### config.mk
export PLATFORM = sky130hd
export DESIGN_NAME = olst_cell
export DESIGN_NICKNAME = d
export VERILOG_FILES = /design/src/hw/rtl/olst_pkg.sv /design/src/hw/rtl/olst_cell.sv
export SDC_FILE = /design/constraint.sdc
export NUM_CORES = 1
export LEC_CHECK = 0
export BUFFER_PORTS_ARGS = -buffer_cell sky130_fd_sc_hd__buf_2
export CAP_MARGIN = 30
export CORE_ASPECT_RATIO = 1.75
export CORE_MARGIN = 8
export CORE_UTILIZATION = 47
export DETAILED_ROUTE_END_ITERATION = 10
export GPL_TIMING_DRIVEN = 0
export MAX_ROUTING_LAYER = met4
export PLACE_DENSITY = 0.88
export SLEW_MARGIN = 20
export SYNTH_ARGS = -nofsm -noshare
export SYNTH_HDL_FRONTEND = slang
export SYNTH_SLANG_ARGS = --single-unit
### constraint.sdc
create_clock -name clk -period 13.8 [get_ports clk]
set_input_delay 1.38 -clock clk [delete_from_list [all_inputs] [get_ports clk]]
set_output_delay 1.38 -clock clk [all_outputs]
set_load 0.01 [all_outputs]
### src/hw/rtl/olst_pkg.sv
`default_nettype none
package olst_pkg;

  localparam int CAPACITY   = 64;
  localparam int KEY_BITS   = 32;
  localparam int VALUE_BITS = 32;

  // Field widths fixed by the command/result format
  localparam int CMD_W    = 3;
  localparam int POS_W    = 7;
  localparam int STATUS_W = 2;

  localparam int IDX_W = (CAPACITY > 1) ? $clog2(CAPACITY) : 1;
  localparam int CNT_W = $clog2(CAPACITY + 1);
  // compare width: holds a position, a count and count+1 without wrap
  localparam int CMP_W = ((CNT_W > POS_W) ? CNT_W : POS_W) + 1;

  typedef enum logic [CMD_W-1:0] {
    CMD_INSERT = 3'd0,
    CMD_DELETE = 3'd1,
    CMD_GET    = 3'd2,
    CMD_LOCATE = 3'd3,
    CMD_CLEAR  = 3'd4
  } cmd_t;

  typedef enum logic [STATUS_W-1:0] {
    STATUS_OK    = 2'd0,
    STATUS_RANGE = 2'd1,
    STATUS_FULL  = 2'd2
  } status_t;

  // Broadcast from the controller to every cell for one command
  typedef struct packed {
    logic                  ins;      // insert accepted
    logic                  del;      // delete accepted
    logic                  rd;       // get accepted
    logic                  loc;      // locate
    logic [CMP_W-1:0]      pos_idx;  // 0-based target slot
    logic [CNT_W-1:0]      used;     // entries before the command
    logic [KEY_BITS-1:0]   key;
    logic [VALUE_BITS-1:0] value;
  } cell_ctrl_t;

endpackage
`default_nettype wire

### src/hw/rtl/olst_cell.sv
`default_nettype none
// One list slot: holds an entry, shifts to/from neighbors, flags get/locate hits.
module olst_cell (
  input  wire logic                            clk,
  input  wire logic                            rst,
  input  wire logic [olst_pkg::IDX_W-1:0]      cell_index,
  input  wire olst_pkg::cell_ctrl_t            ctrl,
  input  wire logic [olst_pkg::KEY_BITS-1:0]   left_key,
  input  wire logic [olst_pkg::VALUE_BITS-1:0] left_value,
  input  wire logic [olst_pkg::KEY_BITS-1:0]   right_key,
  input  wire logic [olst_pkg::VALUE_BITS-1:0] right_value,
  output logic      [olst_pkg::KEY_BITS-1:0]   slot_key,
  output logic      [olst_pkg::VALUE_BITS-1:0] slot_value,
  output logic                                 sel,
  output logic                                 match
);

  logic [olst_pkg::CMP_W-1:0] idx_ext;
  logic                       at_pos;
  logic                       past_pos;
  logic                       live;

  assign idx_ext  = olst_pkg::CMP_W'(cell_index);
  assign at_pos   = (idx_ext == ctrl.pos_idx);
  assign past_pos = (idx_ext > ctrl.pos_idx);
  assign live     = (idx_ext < olst_pkg::CMP_W'(ctrl.used));

  // entry storage, no reset: slots beyond the list length are never used
  always_ff @(posedge clk) begin
    if (ctrl.ins && at_pos) begin
      slot_key   <= ctrl.key;
      slot_value <= ctrl.value;
    end else if (ctrl.ins && past_pos) begin
      slot_key   <= left_key;
      slot_value <= left_value;
    end else if (ctrl.del && (at_pos || past_pos)) begin
      slot_key   <= right_key;
      slot_value <= right_value;
    end
  end

  always_ff @(posedge clk) begin
    if (rst) begin
      sel   <= 1'b0;
      match <= 1'b0;
    end else begin
      sel   <= ctrl.rd && at_pos;
      match <= ctrl.loc && live && (slot_key == ctrl.key);
    end
  end

endmodule
`default_nettype wire

==> impl_metrics.env, run 1 <==
export IMPL_gr_total_overflow=0
export IMPL_grt_use_met1_pct=29.03
export IMPL_fin_setup_tns_ns=0
export IMPL_worst_hold_path_type="flop to flop"
export IMPL_initial_core_util_pct=47.59
export IMPL_ir_worst_vdd_mv=0.06221
export IMPL_ys_flop_type="edfxtp_1"
export IMPL_place_hpwl_mm=15.27
export IMPL_grt_max_degree=25
export IMPL_antenna_found_initial=4
export IMPL_hold_path_depth=4
export IMPL_hold_worst_slack_ns=0.7510
export IMPL_yosysSeqAreaShare_pct=44.37
export IMPL_cts_sinks=66
export IMPL_period_share_pct=23.32
export IMPL_power_density_nw_per_um2=94.00
export IMPL_htreeDepth=3
export IMPL_routedWlPerCell_microns=21.28
export IMPL_ctsHoldBuffers=0
export IMPL_synth_nets=688
export IMPL_die_y_microns=144.3
export IMPL_grt_pass1_wl_mm=27.32
export IMPL_criticalPathCategory="primary input to flop"
export IMPL_synth_enable_flop_cells=64
export IMPL_dp_slack_ns=10.26
export IMPL_vias=5158
export IMPL_dieWidth_microns=89.32
export IMPL_drive_gt1_share_pct=41.79
export IMPL_viasPerCell=5.815
export IMPL_grt_use_met3_pct=7.057
export IMPL_ant_nets=0
export IMPL_fp_coreArea_sq_um=9291
export IMPL_arrival_ns=3.25
export IMPL_finalCriticalPeriod_ns=3.218
export IMPL_max_cap_violations=0
export IMPL_setup_viol=0
export IMPL_gp_congestion=0.9233
export IMPL_slew_violations=0
export IMPL_drt_iter0_drc=306
export IMPL_groute_usage_overall_pct=29.01
export IMPL_ios=285
export IMPL_hp_start="slot_key[7]"
export IMPL_reg2reg_depth=5
export IMPL_slowest_stage="a21oi_4"
export IMPL_r2r_end="match"
export IMPL_ys_seq_elements=66
export IMPL_drt_wl_total_mm=18.87
export IMPL_worstMarginPinSlew_ns=0.6064
export IMPL_critPathMaxStageDelay_ns=0.43
export IMPL_async_flop_share_pct=0
export IMPL_grt_use_met2_pct=49.98
export IMPL_nets=986
export IMPL_total_power_uw=603.3
export IMPL_skew_ns=0.005132
export IMPL_reg2reg_from="slot_key[30]"
export IMPL_die_area_sq_um=12890
export IMPL_drc=0
export IMPL_end_kind="flop"
export IMPL_cts_resized=0
export IMPL_busiest_layer="met2"
export IMPL_slew_headroom_pct=59.57
export IMPL_yosysWarningCount=0
export IMPL_layout_common_cells="buf_2, nor2_1, a21oi_1"
export IMPL_synth_cell_type_count=34
export IMPL_syn_area_per_cell_sq_um=9.654
export IMPL_power_leakage_uw=0.002798
export IMPL_holdPathEnd="match"
export IMPL_dr_pass1_iters=5
export IMPL_post_cts_buffers=0
export IMPL_outcome="complete, no violations"
export IMPL_insertion_delay_ns=0.33
export IMPL_syn2layout_area_growth_pct=45.13
export IMPL_rsz0062_at_grt="no"
export IMPL_grt_pass1_vias=5362
export IMPL_worst_r2r_setup_slack_ns=12.00
export IMPL_clock_root_buffer="clkbuf_16"
export IMPL_cts_tree="built"
export IMPL_synth_area_sq_um=4422
export IMPL_fmax_mhz=310.7
export IMPL_cp_start_kind="primary input"
export IMPL_cp_common_cell="buf_16"
export IMPL_syn_inst=458
export IMPL_crit_fanout=20
export IMPL_rows=47
export IMPL_crit_required_ns=13.84
export IMPL_hold_violations=0
export IMPL_fin_ws_ns=10.58
export IMPL_crit_chain="buf_2 > inv_1 > ha_1 > a21oi_1 > or2_1 > clkbuf_1 > a21oi_4 > buf_16 > buf_16"
export IMPL_cts_buffers=9
export IMPL_clk_path_buf_depth=2
export IMPL_numPortBuffers=284
export IMPL_path_clk_slew_ns=0.06
export IMPL_mostFrequentLayoutCell="buf_2"
worst max-delay path by stage:
stage / cells after the start / from / to
6_report: 9 / ctrl[76] / slot_value[24]
3_3_place_gp: 7 / cell_index[1] / slot_key[5]
5_1_grt: 9 / ctrl[76] / slot_value[24]
3_5_place_dp: 9 / ctrl[76] / slot_value[29]
2_1_floorplan: 7 / ctrl[72] / slot_key[0]
4_1_cts: 9 / ctrl[76] / slot_value[24]
cells by family after synthesis:
group | synth area share, %
AO/OA/AOI/OAI | 22.16
XOR/XNOR | 6.338
adder cells (fa/ha/maj) | 3.113
buffers and inverters | 5.716
flip-flops | 44.37
AND/OR/NAND/NOR | 18.31
critical path: cells and delay by family:
kind	cells	cell delay, ns
compound gates	2	0.54
fa+ha+maj	1	0.31
buf+inv	5	0.76
simple gates	1	0.25
stage by stage:
stage | instance area [sq um] | instances | util, %
2_1_floorplan | 4422 | 458 | -
3_3_place_gp | 5996 | 864 | 64.53
3_5_place_dp | 6090 | 867 | 65.54
4_1_cts | 6407 | 883 | 68.96
5_1_grt | 6417 | 887 | 69.07
6_report | 6417 | 887 | 69.07
per-layer routing:
metal,part of all wire (%),vias up
met1,34,2378
met4,4.1,0
met5,0,-
met2,53,328
met3,8.6,57
li1,-,2395
cell usage after synthesis (2+ instances only):
| cell type | n | area share, % |
|---|---|---|
| a21oi_1 | 68 | 7.7 |
| nor2_1 | 67 | 5.7 |
| o221ai_1 | 65 | 13 |
| edfxtp_1 | 64 | 43 |
| or3_1 | 64 | 9.1 |
| xor2_1 | 28 | 5.5 |
| clkbuf_1 | 26 | 2.2 |
| inv_1 | 12 | 1.0 |
| ha_1 | 11 | 3.1 |
| buf_2 | 7 | 0.79 |
| buf_6 | 6 | 1.5 |
| nor4_1 | 6 | 0.85 |
| a21o_1 | 4 | 0.68 |
| xnor2_1 | 4 | 0.79 |
| nand4_1 | 3 | 0.42 |
| dfxtp_1 | 2 | 0.91 |
| nand2b_1 | 2 | 0.28 |
| nor3_1 | 2 | 0.23 |
| or2_1 | 2 | 0.28 |
flip-flops by register name (all words and copies together), names as in the netlist:
| name | cells |
|---|---|
| sel | 1 |
| match | 1 |
| slot_value | 32 |
| slot_key | 32 |
where the power goes:
part / total [uW] / internal, uW / switching, uW / leakage [uW]
sequential: 241 / 235 / 5.45 / 0.000600
clock: 245 / 158 / 87.6 / 0.000151
combinational: 117 / 55.1 / 62.3 / 0.00205
layout make-up:
cell class	instances	area, sq um
Antenna cell	4	10.01
Clock inverter	7	92.59
Timing Repair Buffer	287	1504
Multi-Input combinational cell	340	2218
Sequential cell	66	1962
Buffer	40	207.7
Tap cell	122	152.6
Clock buffer	9	225.2
Fill cell	765	2874
Inverter	12	45.04
(Power assumes the default switching activity.)
==> run 2: changes to the inputs <==
Settings changed: ABC_AREA set to 1, CORE_UTILIZATION 47 to 42, PLACE_DENSITY 0.88 to 0.79.
Clock period 13.8 ns to 2.6 ns, I/O delays scaled along.
==> impl_metrics.env, run 2 <==
export IMPL_outcome="complete, no violations"
export IMPL_synthTopCellsByCount="nand2_1, inv_1, nand3_1"
export IMPL_layout_cells_non_filler=1192
export IMPL_drt_iter0_drc=181
export IMPL_setup_viol=0
export IMPL_synth_adder_area_share_pct=2.602
export IMPL_drc=0
export IMPL_grt_pass1_wl_mm=28.33
export IMPL_yosys_top_cells_area="edfxtp_1, nand2_1, inv_1"
export IMPL_slew_headroom_pct=82.76
export IMPL_post_cts_buffers=0
export IMPL_cts_resized=0
export IMPL_worstMarginPinSlew_ns=0.2566
export IMPL_vias=5544
export IMPL_cp_start_kind="primary input"
export IMPL_viasPerCell=4.651
export IMPL_synth_nets=947
export IMPL_place_hpwl_mm=15.56
export IMPL_synth_top_family_by_area="simple AND/OR/NAND/NOR gates"
export IMPL_syn_inst=717
export IMPL_clk_path_buf_depth=2
export IMPL_antenna_found_initial=3
export IMPL_ios=285
export IMPL_place_inst=1171
export IMPL_yosysSeqAreaShare_pct=37.09
export IMPL_groute_usage_overall_pct=22.99
export IMPL_cts_tree="built"
export IMPL_finalCriticalPeriod_ns=2.117
export IMPL_stdcell_area_sq_um=7296
export IMPL_hold_violations=0
export IMPL_synth_most_common_cell="nand2_1"
export IMPL_final_util_pct=59.01
export IMPL_synth_xor_area_share_pct=1.822
export IMPL_crit_required_ns=2.66
export IMPL_synth_cell_type_count=29
export IMPL_clock_root_buffer="clkbuf_16"
export IMPL_routedWlPerCell_microns=15.78
export IMPL_arrival_ns=2.18
export IMPL_dr_pass1_iters=5
export IMPL_htreeDepth=3
export IMPL_rows=54
export IMPL_initial_core_util_pct=42.77
export IMPL_worst_hold_path_type="primary input to flop"
export IMPL_synthMuxAreaShare_pct=0
export IMPL_grt_max_degree=33
export IMPL_skew_ns=0.008805
export IMPL_worst_r2r_setup_slack_ns=1.30
export IMPL_fmax_mhz=472.5
export IMPL_mostFrequentLayoutCell="buf_2"
export IMPL_numPortBuffers=284
export IMPL_gp_congestion=0.9203
export IMPL_power_density_nw_per_um2=449.9
export IMPL_period_share_pct=81.41
export IMPL_end_kind="flop"
export IMPL_cts_sinks=66
export IMPL_ir_worst_vdd_mv=0.4018
export IMPL_nets=1244
export IMPL_ys_seq_elements=66
export IMPL_hold_worst_slack_ns=0.1182
export IMPL_drt_wl_total_mm=18.81
export IMPL_yosysWarningCount=0
export IMPL_cts_buffers=9
export IMPL_layout_common_cells="buf_2, nand2_1, inv_1"
export IMPL_synth_area_sq_um=5289
export IMPL_gr_total_overflow=0
export IMPL_power_leakage_uw=0.004123
export IMPL_async_flop_share_pct=0
export IMPL_ys_flop_type="edfxtp_1"
export IMPL_syn_area_per_cell_sq_um=7.376
export IMPL_grt_pass1_vias=5797
export IMPL_crit_fanout=32
export IMPL_ctsHoldBuffers=0
export IMPL_die_area_sq_um=16580
export IMPL_ant_nets=0
export IMPL_slew_violations=0
export IMPL_syn2layout_area_growth_pct=37.95
export IMPL_total_power_uw=3283
export IMPL_synth_compound_area_share_pct=1.964
export IMPL_dieWidth_microns=100.8
export IMPL_insertion_delay_ns=0.33
export IMPL_yosysTopAreaCell="edfxtp_1"
export IMPL_synth_simple_gate_area_share_pct=38.63
export IMPL_die_y_microns=164.4
export IMPL_placed_area_sq_um=6973
export IMPL_criticalPathCategory="primary input to flop"
export IMPL_drive_gt1_share_pct=39.94
export IMPL_yosys_area_top_type_share_pct=36.34
export IMPL_synth_enable_flop_cells=64
export IMPL_max_cap_violations=0
export IMPL_path_clk_slew_ns=0.05
export IMPL_reg_largest_list="slot_key (32), slot_value (32)"
export IMPL_rsz0062_at_grt="no"
export IMPL_fp_coreArea_sq_um=12360
[run 2: cell types whose count changed in the layout (fill, tap and decap cells not counted), moves of 8 or more]
cell / before / now
nand2_1: 1 / 243
inv_1: 12 / 169
nand3_1: 1 / 72
o221ai_1: 65 / 0
or3_1: 64 / 0
a21oi_1: 67 / 4
nand3_2: 0 / 60
nor2_1: 67 / 18
clkbuf_1: 26 / 1
xor2_1: 28 / 4
buf_2: 291 / 299
o22ai_1: 0 / 8
[run 2: cell families (layout without fill, tap and decap cells)]
logic type / Yosys count / count (layout)
adder cells (fa/ha/maj): 11 / 11
flip-flops: 66 / 66
XOR/XNOR: 11 / 11
buffers and inverters: 206 / 508
AO/OA/AOI/OAI: 18 / 18
other: 0 / 5
AND/OR/NAND/NOR: 405 / 405
[run 2: area by class of cell]
type	count	area [sq um]
timing repair buffer	286	1461
clock inverter	6	81.33
antenna	5	12.51
fill	1186	5069
inverter	173	653.1
clock buffer	10	229.0
buffer	33	299.0
tap	168	210.2
sequential	66	1962
multi-input combinational	445	2387
[run 2: critical path, stage by stage]
cell        delay [ns]
buf_2             0.12
ha_1              0.30
nand2_1           0.09
inv_1             0.04
nand2_1           0.05
nand2_1           0.04
nand2_1           0.09
nand2_4           0.08
buf_4             0.20
o22ai_2           0.15
clkinvlp_4        0.29
buf_12            0.26
buf_12            0.18
[run 2: worst paths after layout]
kind                      start           end  cells past startpoint
setup / recovery  cell_index[3]  slot_key[19]                     13
hold / removal              rst           sel                      2
setup reg to reg    slot_key[2]         match                      8
hold reg to reg    slot_key[12]         match                      5
[run 2: report_power, final]
part / total [uW] / internal [uW] / switching, uW
clock network: 1290 / 833 / 459
registers: 1280 / 1250 / 28.5
logic: 710 / 317 / 394
[run 2: stage by stage]
step,setup WS (ns),setup TNS (ns)
CTS,0.4865,0
global route,0.3265,0
global placement,-0.6850,-43.49
detailed placement,0.1452,0
floorplan,0.02525,0
finish,0.4835,0
[run 2: metal layers]
layer | vias to the layer above | share of wire (%) | track usage (%)
li1 | 2800 | - | -
met1 | 2446 | 33 | 21.08
met2 | 249 | 54 | 41.74
met3 | 49 | 7.6 | 6.079
met4 | 0 | 4.9 | 12.94
met5 | - | 0 | -
